### src/design/i2c_sbe_pkg.sv
package i2c_sbe_pkg;

   typedef enum logic [1:0] {
      OP_PIN_SAMPLE = 2'd0,
      OP_LOAD_OUT   = 2'd1,
      OP_READ_IN    = 2'd2
   } op_type;

   typedef enum logic [0:0] {
      CSR_OWN_ADDRESS  = 1'b0,
      CSR_SLAVE_ENABLE = 1'b1
   } csr_type;

   typedef enum logic [3:0] {
      EV_NONE          = 4'd0,
      EV_WRITE_ADDR    = 4'd1,
      EV_READ_ADDR     = 4'd2,
      EV_BYTE_RECEIVED = 4'd3,
      EV_SENT_ACKED    = 4'd4,
      EV_SENT_NACKED   = 4'd5,
      EV_STOP          = 4'd6,
      EV_RESTART       = 4'd7,
      EV_FOREIGN_ADDR  = 4'd8
   } ev_type;

   typedef enum logic [7:0] {
      PH_IDLE     = 8'b0000_0001,
      PH_ADDR     = 8'b0000_0010,
      PH_ADDR_ACK = 8'b0000_0100,
      PH_WRX      = 8'b0000_1000,
      PH_WRX_ACK  = 8'b0001_0000,
      PH_TX       = 8'b0010_0000,
      PH_TX_ACK   = 8'b0100_0000,
      PH_TX_NEXT  = 8'b1000_0000
   } phase_type;

   localparam int ADDR_W     = 7;
   localparam int BYTE_W     = 8;
   localparam int IDX_W      = 5;
   localparam int HELD_W     = 6;
   localparam int BITS_W     = 4;
   localparam int WIDE_IDX_W = 9;

endpackage

### src/design/i2c_slave_bus_engine_top.sv
// Channel      | Direction | Handshake            | Payload
// req_         | in        | req_valid/req_stall  | op, scl_level, sda_level, buf_index, buf_data
// rsp_         | out       | rsp_valid/rsp_stall  | sda_pull_low, bus_event, event_byte,
//              |           |                      | host_data, bytes_held
// csr_         | in        | csr_write_enable     | csr_index, csr_data
//
// One transaction is accepted every cycle unless a result stall holds the input. Both stores
// are read as it enters the item stage; as it leaves, the bus state, the output register and
// one store entry are written, with forwarding covering a read of the entry being written.
// Reset is synchronous and clears control state and the store valid bits at once.
// A stall on the result side holds the output register and then the input.
module i2c_slave_bus_engine_top
   import i2c_sbe_pkg::*;
#(
   parameter int IN_DEPTH  = 32,
   parameter int OUT_DEPTH = 32
) (
   input  logic                  clock,
   input  logic                  reset,
   input  logic                  req_valid,
   output logic                  req_stall,
   input  logic [1:0]            req_op,
   input  logic                  req_scl_level,
   input  logic                  req_sda_level,
   input  logic [IDX_W-1:0]      req_buf_index,
   input  logic [BYTE_W-1:0]     req_buf_data,
   output logic                  rsp_valid,
   input  logic                  rsp_stall,
   output logic                  rsp_sda_pull_low,
   output logic [3:0]            rsp_bus_event,
   output logic [BYTE_W-1:0]     rsp_event_byte,
   output logic [BYTE_W-1:0]     rsp_host_data,
   output logic [HELD_W-1:0]     rsp_bytes_held,
   input  logic                  csr_write_enable,
   input  logic [0:0]            csr_index,
   input  logic [ADDR_W-1:0]     csr_data
);

   localparam int IW  = $clog2(IN_DEPTH);
   localparam int OW  = (OUT_DEPTH > 1) ? $clog2(OUT_DEPTH) : 1;
   localparam int WIW = $clog2(IN_DEPTH + 1);

   function automatic logic [OW-1:0] sel_reduce(input logic [BYTE_W-1:0] v);
      logic [WIDE_IDX_W-1:0] r;
      r = {1'b0, v};
      for (int k = 7; k >= 0; k--) begin
         if (int'(r) >= OUT_DEPTH * (2 ** k)) begin
            r = r - WIDE_IDX_W'(OUT_DEPTH * (2 ** k));
         end
      end
      return r[OW-1:0];
   endfunction

   // configuration
   logic [ADDR_W-1:0] own_addr_ff;
   logic              enable_ff;

   // item stage
   logic              accept;
   logic              b_vld_ff;
   op_type            b_op_ff;
   logic              b_scl_ff;
   logic              b_sda_ff;
   logic [IDX_W-1:0]  b_idx_ff;
   logic [BYTE_W-1:0] b_dat_ff;
   logic              adv;
   logic              b_fire;

   // bus state
   phase_type         phase_ff, phase_in;
   logic [BITS_W-1:0] bit_cnt_ff, bit_cnt_in;
   logic [BYTE_W-1:0] shift_ff, shift_in;
   logic              last_scl_ff, last_scl_in;
   logic              last_sda_ff, last_sda_in;
   logic [WIW-1:0]    wr_idx_ff, wr_idx_in;
   logic              drive_ff, drive_in;
   logic [BYTE_W-1:0] sel_ff, sel_in;

   // stores
   logic [BYTE_W-1:0] in_mem_ff [IN_DEPTH];
   logic [BYTE_W-1:0] out_mem_ff [OUT_DEPTH];
   logic [IN_DEPTH-1:0]  in_vld_ff;
   logic [OUT_DEPTH-1:0] out_vld_ff;
   logic [IW-1:0]     in_rd_addr;
   logic [OW-1:0]     out_rd_addr;
   logic [BYTE_W-1:0] in_rd_ff, out_rd_ff;
   logic              in_rdv_ff, out_rdv_ff;
   logic              in_fwd_ff, out_fwd_ff;
   logic [BYTE_W-1:0] in_fwd_data_ff, out_fwd_data_ff;
   logic [BYTE_W-1:0] in_rd_eff, out_rd_eff;
   logic              in_wr_en, out_wr_en;
   logic [IW-1:0]     in_wr_addr;
   logic [OW-1:0]     out_wr_addr;
   logic [BYTE_W-1:0] in_wr_data, out_wr_data;

   // results
   logic              rsp_valid_ff;
   logic              rsp_drive_ff;
   ev_type            rsp_ev_ff, ev;
   logic [BYTE_W-1:0] rsp_evb_ff, evb;
   logic [BYTE_W-1:0] rsp_hd_ff, hd;
   logic [HELD_W-1:0] rsp_held_ff;

   logic                  rise, fall, start, stop;
   logic [BYTE_W-1:0]     rx_shift;
   logic [BITS_W-1:0]     cnt_inc;
   logic [WIDE_IDX_W-1:0] req_idx_wide, b_idx_wide, wr_idx_wide;

   assign adv       = !rsp_valid_ff || !rsp_stall;
   assign b_fire    = b_vld_ff && adv;
   assign req_stall = b_vld_ff && !adv;
   assign accept    = req_valid && !req_stall;

   assign rise     = !last_scl_ff && b_scl_ff;
   assign fall     = last_scl_ff && !b_scl_ff;
   assign start    = b_scl_ff && last_scl_ff && last_sda_ff && !b_sda_ff;
   assign stop     = b_scl_ff && last_scl_ff && !last_sda_ff && b_sda_ff;
   assign rx_shift = {shift_ff[BYTE_W-2:0], b_sda_ff};
   assign cnt_inc  = bit_cnt_ff + BITS_W'(1);

   assign req_idx_wide = WIDE_IDX_W'(req_buf_index);
   assign b_idx_wide   = WIDE_IDX_W'(b_idx_ff);
   assign wr_idx_wide  = WIDE_IDX_W'(wr_idx_in);
   assign in_rd_addr   = req_idx_wide[IW-1:0];
   assign out_rd_addr  = sel_reduce(sel_ff);

   assign in_rd_eff  = in_fwd_ff ? in_fwd_data_ff : (in_rdv_ff ? in_rd_ff : '0);
   assign out_rd_eff = out_fwd_ff ? out_fwd_data_ff : (out_rdv_ff ? out_rd_ff : '0);

   always_ff @(posedge clock) begin
      if (reset) begin
         own_addr_ff <= ADDR_W'(8);
         enable_ff   <= 1'b0;
      end else if (csr_write_enable) begin
         unique case (csr_index)
            CSR_OWN_ADDRESS:  own_addr_ff <= csr_data;
            CSR_SLAVE_ENABLE: enable_ff   <= csr_data[0];
            default: ;
         endcase
      end
   end

   always_ff @(posedge clock) begin
      if (accept) begin
         b_op_ff  <= op_type'(req_op);
         b_scl_ff <= req_scl_level;
         b_sda_ff <= req_sda_level;
         b_idx_ff <= req_buf_index;
         b_dat_ff <= req_buf_data;
      end
   end

   always_ff @(posedge clock) begin
      if (in_wr_en) begin
         in_mem_ff[in_wr_addr] <= in_wr_data;
      end
      if (accept) begin
         in_rd_ff       <= in_mem_ff[in_rd_addr];
         in_rdv_ff      <= in_vld_ff[in_rd_addr];
         in_fwd_ff      <= in_wr_en && (in_wr_addr == in_rd_addr);
         in_fwd_data_ff <= in_wr_data;
      end
   end

   always_ff @(posedge clock) begin
      if (out_wr_en) begin
         out_mem_ff[out_wr_addr] <= out_wr_data;
      end
      if (accept) begin
         out_rd_ff       <= out_mem_ff[out_rd_addr];
         out_rdv_ff      <= out_vld_ff[out_rd_addr];
         out_fwd_ff      <= out_wr_en && (out_wr_addr == out_rd_addr);
         out_fwd_data_ff <= out_wr_data;
      end
   end

   always_comb begin
      phase_in    = phase_ff;
      bit_cnt_in  = bit_cnt_ff;
      shift_in    = shift_ff;
      last_scl_in = last_scl_ff;
      last_sda_in = last_sda_ff;
      wr_idx_in   = wr_idx_ff;
      drive_in    = drive_ff;
      sel_in      = sel_ff;
      ev          = EV_NONE;
      evb         = '0;
      hd          = '0;
      in_wr_en    = 1'b0;
      in_wr_addr  = '0;
      in_wr_data  = rx_shift;
      out_wr_en   = 1'b0;
      out_wr_addr = b_idx_wide[OW-1:0];
      out_wr_data = b_dat_ff;
      if (b_fire) begin
         unique case (b_op_ff)
            OP_PIN_SAMPLE: begin
               if (!enable_ff) begin
                  phase_in   = PH_IDLE;
                  bit_cnt_in = '0;
                  drive_in   = 1'b0;
               end else if (start) begin
                  if (phase_ff != PH_IDLE) begin
                     ev = EV_RESTART;
                  end
                  phase_in   = PH_ADDR;
                  bit_cnt_in = '0;
                  shift_in   = '0;
                  drive_in   = 1'b0;
               end else if (stop) begin
                  if (phase_ff != PH_IDLE) begin
                     ev = EV_STOP;
                  end
                  phase_in   = PH_IDLE;
                  bit_cnt_in = '0;
                  drive_in   = 1'b0;
               end else begin
                  unique case (phase_ff)
                     PH_IDLE: ;
                     PH_ADDR, PH_WRX: begin
                        if (rise) begin
                           shift_in   = rx_shift;
                           bit_cnt_in = cnt_inc;
                           if (cnt_inc >= BITS_W'(8)) begin
                              bit_cnt_in = '0;
                              evb        = rx_shift;
                              if (phase_ff == PH_WRX) begin
                                 ev = EV_BYTE_RECEIVED;
                                 if (wr_idx_ff < WIW'(IN_DEPTH)) begin
                                    in_wr_en   = 1'b1;
                                    in_wr_addr = wr_idx_ff[IW-1:0];
                                    wr_idx_in  = wr_idx_ff + WIW'(1);
                                    if (wr_idx_ff == WIW'(1)) begin
                                       sel_in = rx_shift;
                                    end
                                 end
                                 phase_in = PH_WRX_ACK;
                              end else if (rx_shift[BYTE_W-1:1] == own_addr_ff) begin
                                 if (rx_shift[0]) begin
                                    ev = EV_READ_ADDR;
                                 end else begin
                                    ev         = EV_WRITE_ADDR;
                                    in_wr_en   = 1'b1;
                                    in_wr_addr = '0;
                                    wr_idx_in  = WIW'(1);
                                 end
                                 phase_in = PH_ADDR_ACK;
                              end else begin
                                 ev       = EV_FOREIGN_ADDR;
                                 phase_in = PH_IDLE;
                              end
                           end
                        end
                     end
                     PH_ADDR_ACK, PH_WRX_ACK: begin
                        if (fall) begin
                           if (!drive_ff) begin
                              drive_in = 1'b1;
                           end else if (phase_ff == PH_ADDR_ACK && shift_ff[0]) begin
                              shift_in   = out_rd_eff;
                              bit_cnt_in = '0;
                              drive_in   = !out_rd_eff[BYTE_W-1];
                              phase_in   = PH_TX;
                           end else begin
                              drive_in   = 1'b0;
                              phase_in   = PH_WRX;
                              bit_cnt_in = '0;
                              shift_in   = '0;
                           end
                        end
                     end
                     PH_TX: begin
                        if (rise) begin
                           if (bit_cnt_ff < BITS_W'(8)) begin
                              bit_cnt_in = cnt_inc;
                           end
                        end else if (fall) begin
                           if (bit_cnt_ff >= BITS_W'(8)) begin
                              drive_in = 1'b0;
                              phase_in = PH_TX_ACK;
                           end else begin
                              drive_in = !shift_ff[3'd7 - bit_cnt_ff[2:0]];
                           end
                        end
                     end
                     PH_TX_ACK: begin
                        if (rise) begin
                           evb = shift_ff;
                           if (!b_sda_ff) begin
                              ev       = EV_SENT_ACKED;
                              phase_in = PH_TX_NEXT;
                           end else begin
                              ev       = EV_SENT_NACKED;
                              phase_in = PH_IDLE;
                              drive_in = 1'b0;
                           end
                        end
                     end
                     PH_TX_NEXT: begin
                        if (fall) begin
                           shift_in   = out_rd_eff;
                           bit_cnt_in = '0;
                           drive_in   = !out_rd_eff[BYTE_W-1];
                           phase_in   = PH_TX;
                        end
                     end
                     default: begin
                        phase_in = PH_IDLE;
                        drive_in = 1'b0;
                     end
                  endcase
               end
               last_scl_in = b_scl_ff;
               last_sda_in = b_sda_ff;
            end
            OP_LOAD_OUT: begin
               if (b_idx_wide < WIDE_IDX_W'(OUT_DEPTH)) begin
                  out_wr_en = 1'b1;
               end
            end
            OP_READ_IN: begin
               if (b_idx_wide < WIDE_IDX_W'(IN_DEPTH)) begin
                  hd = in_rd_eff;
               end
            end
            default: ;
         endcase
      end
   end

   always_ff @(posedge clock) begin
      if (reset) begin
         b_vld_ff     <= 1'b0;
         rsp_valid_ff <= 1'b0;
         phase_ff     <= PH_IDLE;
         bit_cnt_ff   <= '0;
         shift_ff     <= '0;
         last_scl_ff  <= 1'b1;
         last_sda_ff  <= 1'b1;
         wr_idx_ff    <= '0;
         drive_ff     <= 1'b0;
         sel_ff       <= '0;
         in_vld_ff    <= '0;
         out_vld_ff   <= '0;
      end else begin
         if (accept) begin
            b_vld_ff <= 1'b1;
         end else if (b_fire) begin
            b_vld_ff <= 1'b0;
         end
         if (b_fire) begin
            rsp_valid_ff <= 1'b1;
         end else if (!rsp_stall) begin
            rsp_valid_ff <= 1'b0;
         end
         phase_ff    <= phase_in;
         bit_cnt_ff  <= bit_cnt_in;
         shift_ff    <= shift_in;
         last_scl_ff <= last_scl_in;
         last_sda_ff <= last_sda_in;
         wr_idx_ff   <= wr_idx_in;
         drive_ff    <= drive_in;
         sel_ff      <= sel_in;
         if (in_wr_en) begin
            in_vld_ff[in_wr_addr] <= 1'b1;
         end
         if (out_wr_en) begin
            out_vld_ff[out_wr_addr] <= 1'b1;
         end
      end
   end

   always_ff @(posedge clock) begin
      if (b_fire) begin
         rsp_drive_ff <= drive_in;
         rsp_ev_ff    <= ev;
         rsp_evb_ff   <= evb;
         rsp_hd_ff    <= hd;
         rsp_held_ff  <= wr_idx_wide[HELD_W-1:0];
      end
   end

   assign rsp_valid        = rsp_valid_ff;
   assign rsp_sda_pull_low = rsp_drive_ff;
   assign rsp_bus_event    = rsp_ev_ff;
   assign rsp_event_byte   = rsp_evb_ff;
   assign rsp_host_data    = rsp_hd_ff;
   assign rsp_bytes_held   = rsp_held_ff;

`ifndef NO_ASSERTIONS
   a_stall_only_when_full: assert property (@(posedge clock) disable iff (reset)
      req_stall |-> (b_vld_ff && rsp_valid_ff))
      else $error("input stalled while the pipeline has room");

   a_fire_gives_result: assert property (@(posedge clock) disable iff (reset)
      b_fire |=> rsp_valid_ff)
      else $error("processed transaction produced no result");

   a_idle_releases_sda: assert property (@(posedge clock) disable iff (reset)
      (phase_ff == PH_IDLE) |-> !drive_ff)
      else $error("data line driven low while idle");

   a_write_index_bound: assert property (@(posedge clock) disable iff (reset)
      wr_idx_ff <= WIW'(IN_DEPTH))
      else $error("write index beyond the incoming store");
`endif

endmodule
### config.mk
export PLATFORM = sky130hd
export DESIGN_NAME = i2c_slave_bus_engine_top
export DESIGN_NICKNAME = d
export VERILOG_FILES = /design/src/design/i2c_sbe_pkg.sv /design/src/design/i2c_slave_bus_engine_top.sv
export SDC_FILE = /design/constraint.sdc
export NUM_CORES = 1
export LEC_CHECK = 0
export BUFFER_PORTS_ARGS = -buffer_cell sky130_fd_sc_hd__buf_2
export CORE_UTILIZATION = 30
export CTS_CLUSTER_SIZE = 14
export DETAILED_ROUTE_END_ITERATION = 12
export PLACE_DENSITY = 0.5
export SLEW_MARGIN = 30
export SYNTH_ARGS = -nofsm -noshare
export SYNTH_HDL_FRONTEND = slang
export SYNTH_SLANG_ARGS = --single-unit
### constraint.sdc
create_clock -name clock -period 12.8 [get_ports clock]
set_input_delay 1.92 -clock clock [delete_from_list [all_inputs] [get_ports clock]]
set_output_delay 1.92 -clock clock [all_outputs]
set_load 0.03 [all_outputs]
==> results.toml, run 1 <==
[synth]
yosysWarnings = 0
yosys-top-cells-area = "edfxtp_1, mux4_2, dfxtp_1"
yosysSeqAreaShare = 0.7108
synth-async-reset-ratio = 0
syn-cell-area_mm2 = 0.02805
yosysTopAreaCell = "edfxtp_1"
syn_inst = 1590
ys.flop_type = "edfxtp_1"
yosysMostFrequentCell = "edfxtp_1"
ys_types = 71
synth_edf_count = 592
syn-mean-instance-area_um2 = 17.64
synth_top_cells_by_count = "edfxtp_1, nor2_1, mux4_2"
synth_nets = 1624
ys_ff_latch = 700
synth_top_cell_area_share = 0.6337

[placement]
io_buffers = 58
place_area_mm2 = 0.02990
preCtsSetupSlack_ns = 6.076
gp_congestion = 0.7909
post-dp-hpwl_mm = 43.27

[power]
leakagePower_nw = 10.67
p_per_area_mw_per_mm2 = 148.8
irDropWorstVdd_mv = 0.08964

[setup_path]
path_max_fanout = 32
crit_type = "in -> reg"
crit_required_ns = 13.04
critPathLaunchType = "primary input"
endpoint_kind = "flop"
critPathArrivalTime_ns = 5.97
reg2regPathDepth = 7

[route]
ant_nets = 0
drc = 0
drt_wl_total_mm = 69.25
via_per_inst = 4.971
detailroute.via_count = 14774
wl_per_cell_um = 23.30
initialDrtViolationCount = 1300
first_pass_iters = 7

[cts]
cts_resized = 0
cts.hold.buffers_added = 0
clockBufferDepth = 3
cts_tree = "yes"
cts_buffers = 73
htree_levels = 3
cts_setup_buffers = 0
cts.sinks = 700
root_buffer = "clkbuf_16"
clk_pin_slew_ns = 0.06
clkLatencyLatePin_ns = 0.61

[sta]
fmax_mhz = 174.5
final.setup.tns_ns = 0
slew_headroom = 0.3583
slew_viol_final = 0
period_share = 0.4476
final-hold-violation-count = 0
worst_slack_ns = 7.071
hold_ws_ns = 0.4640
setup_viol = 0
fin_crit_ns = 5.729
rsz0062_at_grt = "no"
tightest_slew_ns = 0.9590
skew_ns = 0.01475

[global_routing]
first_global_vias = 15173
antenna_found_initial = 2
track_usage = 0.1467
grt_start_max_net_pins = 77
grt_pass1_wl_mm = 102.1
overflow = 0

[floorplanning]
initial_core_util = 0.3046
coreArea_mm2 = 0.09208
die_area_mm2 = 0.09473
die_y_um = 307.8
ios = 59
die_x_um = 307.8
fp-row-count = 111

[layout]
area_delta_synth_final_pct = 15.70
seqCellArea_mm2 = 0.01995
num-fill-cells = 8629
drive_above_1_share = 0.2649
finalInstanceArea_mm2 = 0.03245
num_antenna_cells = 0
nets = 1703
multi_input_area_mm2 = 0.007823

[run_status]
status = "finished clean"

[hold_path]
hp-class = "reg -> reg"
hold_depth = 2

[job]
maxCapViolCount = 0
critical path, stage by stage:
cell and delay, ns:
buf_2 0.12, a21boi_4 0.13, buf_4 0.40, o211ai_1 0.31, or4_1 0.95, nor2_2 0.61, nand3_1 0.68, nor2_1 0.81
routing by layer:
metal | track usage | vias to the layer above | wire length, um
li1 | - | 6534 | -
met1 | 0.1964 | 7720 | 30070
met2 | 0.2417 | 421 | 33890
met3 | 0.03331 | 97 | 3938
met4 | 0.03332 | 2 | 1333
met5 | 0 | - | 12
flip-flops by register name, indices dropped and copies added (netlist names), 32 cells and up:
| register | cells |
|---|---|
| in_mem_ff | 256 |
| in_vld_ff | 32 |
| out_mem_ff | 256 |
| out_vld_ff | 32 |
power breakdown:
| group | switching [W] | total, W | internal [W] |
|---|---|---|---|
| clock | 0.000875 | 0.00224 | 0.00136 |
| combinational | 0.0000728 | 0.000106 | 0.0000330 |
| sequential | 0.0000145 | 0.00249 | 0.00247 |
through the flow:
step	utilization	power, W	cells
3_3_place_gp	0.3240	0.002639	2835
2_1_floorplan	-	0.002597	1590
6_report	0.3525	0.004829	2972
5_1_grt	0.3525	0.004970	2972
3_5_place_dp	0.3247	0.002642	2837
4_1_cts	0.3523	0.004883	2972
worst paths after layout:
path	startpoint	end	slack, ns
min	in_vld_ff[9]	in_vld_ff[9]	0.46
max reg2reg	b_sda_ff	in_mem_ff[21][1]	7.89
max	rsp_stall	in_mem_ff[21][1]	7.07
min reg2reg	in_vld_ff[9]	in_vld_ff[9]	0.46
layout make-up:
class | count | area share
Clock buffer | 96 | 0.06249
Clock inverter | 39 | 0.01561
Inverter | 13 | 0.001504
Multi-Input combinational cell | 792 | 0.2410
Sequential cell | 700 | 0.6146
Tap cell | 1243 | 0.04792
Timing Repair Buffer | 89 | 0.01681
cell usage in the layout, fill, tap and decap left out, drive strengths merged, types with 17 or more instances in the layout:
| master | instances |
|---|---|
| edfxtp | 592 |
| dfxtp | 108 |
| nor2 | 203 |
| clkinv | 24 |
| nand2 | 38 |
| buf | 89 |
| nor3 | 26 |
| mux4 | 182 |
| a22oi | 24 |
| nand3 | 21 |
| clkbuf | 96 |
| nor2b | 17 |
| a21oi | 52 |
| mux2 | 22 |
| mux2i | 18 |
kinds of logic after synthesis:
family / synth area share
and+or+nand+nor: 0.06758
AOI/OAI and AO/OA: 0.03831
buffers and inverters: 0.01360
DFF: 0.7108
adders and majority gates: 0.001784
xor gates and xnor gates: 0.006557
muxes: 0.1614
No activity file was read; power rests on OpenSTA's default activity.
==> run 2, diff against run 1 <==
--- a/config.mk
+++ b/config.mk
@@ -5,6 +5,7 @@
 export SDC_FILE = /design/constraint.sdc
 export NUM_CORES = 1
 export LEC_CHECK = 0
+export ABC_AREA = 1
 export BUFFER_PORTS_ARGS = -buffer_cell sky130_fd_sc_hd__buf_2
 export CORE_UTILIZATION = 30
 export CTS_CLUSTER_SIZE = 14
==> constraint.sdc (replaced) <==
create_clock -name clock -period 6 [get_ports clock]
set_input_delay 0.9 -clock clock [delete_from_list [all_inputs] [get_ports clock]]
set_output_delay 0.9 -clock clock [all_outputs]
set_load 0.03 [all_outputs]
==> run 2 against run 1 <==
  * Die area is 4.2% higher
  * Sequential power rose by 110%
  * Total power up 120%
  * Register-to-register slack lost 5.5 ns
  * Clock skew grew 0.023 ns
  * Largest cell class unchanged
  * Highest routed layer is now met4
==> results.toml, run 2 <==
[route]
initialDrtViolationCount = 2415
wl_per_cell_um = 21.50
ant_nets = 0
drt_wl_total_mm = 85.54
drc = 0
first_pass_iters = 6
via_per_inst = 5.158
detailroute.via_count = 20524

[sta]
final-hold-violation-count = 0
setup_viol = 0
final.setup.tns_ns = 0
period_share = 0.5956
tightest_slew_ns = 0.9896
skew_ns = 0.03780
rsz0062_at_grt = "no"
slew_headroom = 0.3403
slew_viol_final = 0
hold_ws_ns = 0.4455
fin_crit_ns = 3.574
fmax_mhz = 279.8

[layout]
seqCellArea_mm2 = 0.01995
fin_util = 0.3459
finalInstanceArea_mm2 = 0.03340
reg.largest.list = "in_mem_ff x256, out_mem_ff x256"
final_common_cell = "edfxtp_1"
num_antenna_cells = 0
multi_input_area_mm2 = 0.008149
drive_above_1_share = 0.1095
num-fill-cells = 9471
layout_common_cells = "edfxtp_1, nor2_1, o21ai_0, nand2_1, inv_1"
nets = 2673
finalNonFillerCells = 3979
area_delta_synth_final_pct = 14.23

[synth]
synth-async-reset-ratio = 0
syn-cell-area_mm2 = 0.02924
yosysMostFrequentCell = "edfxtp_1"
synth_top_cells_by_count = "edfxtp_1, nor2_1, o21ai_0"
syn_inst = 2612
yosysTopAreaCell = "edfxtp_1"
ys.flop_type = "edfxtp_1"
syn-mean-instance-area_um2 = 11.19
yosys-top-cells-area = "edfxtp_1, dfxtp_1, nor2_1"
ys_ff_latch = 700
synth_edf_count = 592
synth_nets = 2646
yosysSeqAreaShare = 0.6820
yosysWarnings = 0
ys_types = 46
synth_top_cell_area_share = 0.6080

[global_routing]
overflow = 0
grt_start_max_net_pins = 86
track_usage = 0.1711
grt_pass1_wl_mm = 127.6
first_global_vias = 19871
antenna_found_initial = 0

[floorplanning]
ios = 59
die_y_um = 314.2
initial_core_util = 0.3028
fp-row-count = 114
coreArea_mm2 = 0.09657
die_x_um = 314.2
die_area_mm2 = 0.09871

[setup_path]
r2r_end = "in_mem_ff[12][2]"
reg2reg_slack_ns = 2.43
crit_type = "reg -> reg"
r2r_start = "b_scl_ff"
path_max_fanout = 13
reg2regPathDepth = 8
crit_required_ns = 6.26
critPathLaunchType = "flop"
critPathArrivalTime_ns = 3.83
endpoint_kind = "flop"

[placement]
place_area_mm2 = 0.03080
post-dp-hpwl_mm = 52.99
io_buffers = 58
dp.cells = 3835
gp_congestion = 0.8761

[power]
irDropWorstVdd_mv = 0.2392
p_int_w = 0.008217
p_seq_frac = 0.505
leakagePower_nw = 10.75
comb_power_share = 0.037
p_per_area_mw_per_mm2 = 315.0
pwr-share-clk = 0.458
switching_share = 0.2190
power_switching_w = 0.002304

[cts]
htree_levels = 3
clk_pin_slew_ns = 0.06
root_buffer = "clkbuf_16"
cts.sinks = 700
cts_tree = "yes"
cts_setup_buffers = 0
cts.hold.buffers_added = 0
clockBufferDepth = 3
cts_resized = 0
cts_buffers = 78
clkLatencyLatePin_ns = 0.64

[hold_path]
hold_end = "in_vld_ff[15]"
min-delay-start = "in_vld_ff[15]"
hold_depth = 2
hp-class = "reg -> reg"

[job]
maxCapViolCount = 0

[run_status]
status = "finished clean"
==> run 2: kinds of logic after synthesis <==
kind of cell	Yosys count	synth area share
buffers and inverters	292	0.03950
AO/OA/AOI/OAI	649	0.1286
XOR/XNOR	9	0.002696
AND/OR/NAND/NOR	958	0.1456
flip-flops	700	0.6820
adder cells (fa/ha/maj)	4	0.001712
==> run 2: how the worst max path moves through the flow <==
stage / start / endpoint / slack (ns) / cells past startpoint
2_1_floorplan: rsp_stall / in_mem_ff[4][0] / 2.53 / 10
3_3_place_gp: rsp_stall / out_mem_ff[24][3] / 2.16 / 8
3_5_place_dp: rsp_stall / in_mem_ff[24][2] / 2.34 / 10
4_1_cts: b_scl_ff / in_mem_ff[24][4] / 2.46 / 8
5_1_grt: sel_ff[0] / out_rd_ff[4] / 2.28 / 8
6_report: b_scl_ff / in_mem_ff[12][2] / 2.43 / 8
==> run 2: final cells by class <==
type | count | area share
clock buffers | 105 | 0.06455
clock inverters | 39 | 0.01326
inverters | 147 | 0.01675
multi-input cells | 1620 | 0.2440
flip-flops and latches | 700 | 0.5972
well taps | 1276 | 0.04780
repair buffers | 92 | 0.01648
==> run 2: per-layer routing <==
metal / track usage / up-vias / wire (um)
li1: - / 9468 / -
met1: 0.2418 / 10126 / 38980
met2: 0.2719 / 793 / 39240
met3: 0.02563 / 137 / 5235
met4: 0.04856 / 0 / 2084
met5: 0 / - / 0
==> run 2: power groups by stage <==
stage / logic, W / registers (W) / clock network (W)
after CTS: 0.000391 / 0.00531 / 0.00491
after global routing: 0.000424 / 0.00532 / 0.00508
after detailed placement: 0.000391 / 0.00542 / 0
after floorplan: 0.000207 / 0.00543 / 0
after global placement: 0.000392 / 0.00542 / 0
final: 0.000390 / 0.00531 / 0.00482
==> run 2: per-stage QoR <==
stage,total power (W),setup WS [ns]
after floorplan,0.005640,2.526
after global placement,0.005809,2.160
after detailed placement,0.005808,2.339
after CTS,0.01061,2.462
after global routing,0.01082,2.278
final,0.01052,2.426
==> run 2: worst max-delay path: stages, from the launching register on <==
cell and delay [ns]:
edfxtp_1 0.38, inv_2 0.06, nor2_2 0.55, nand2_2 0.24
nor2_2 0.50, nand3_2 0.22, nor2_8 0.22, nand3_2 0.35
nor2_1 0.66
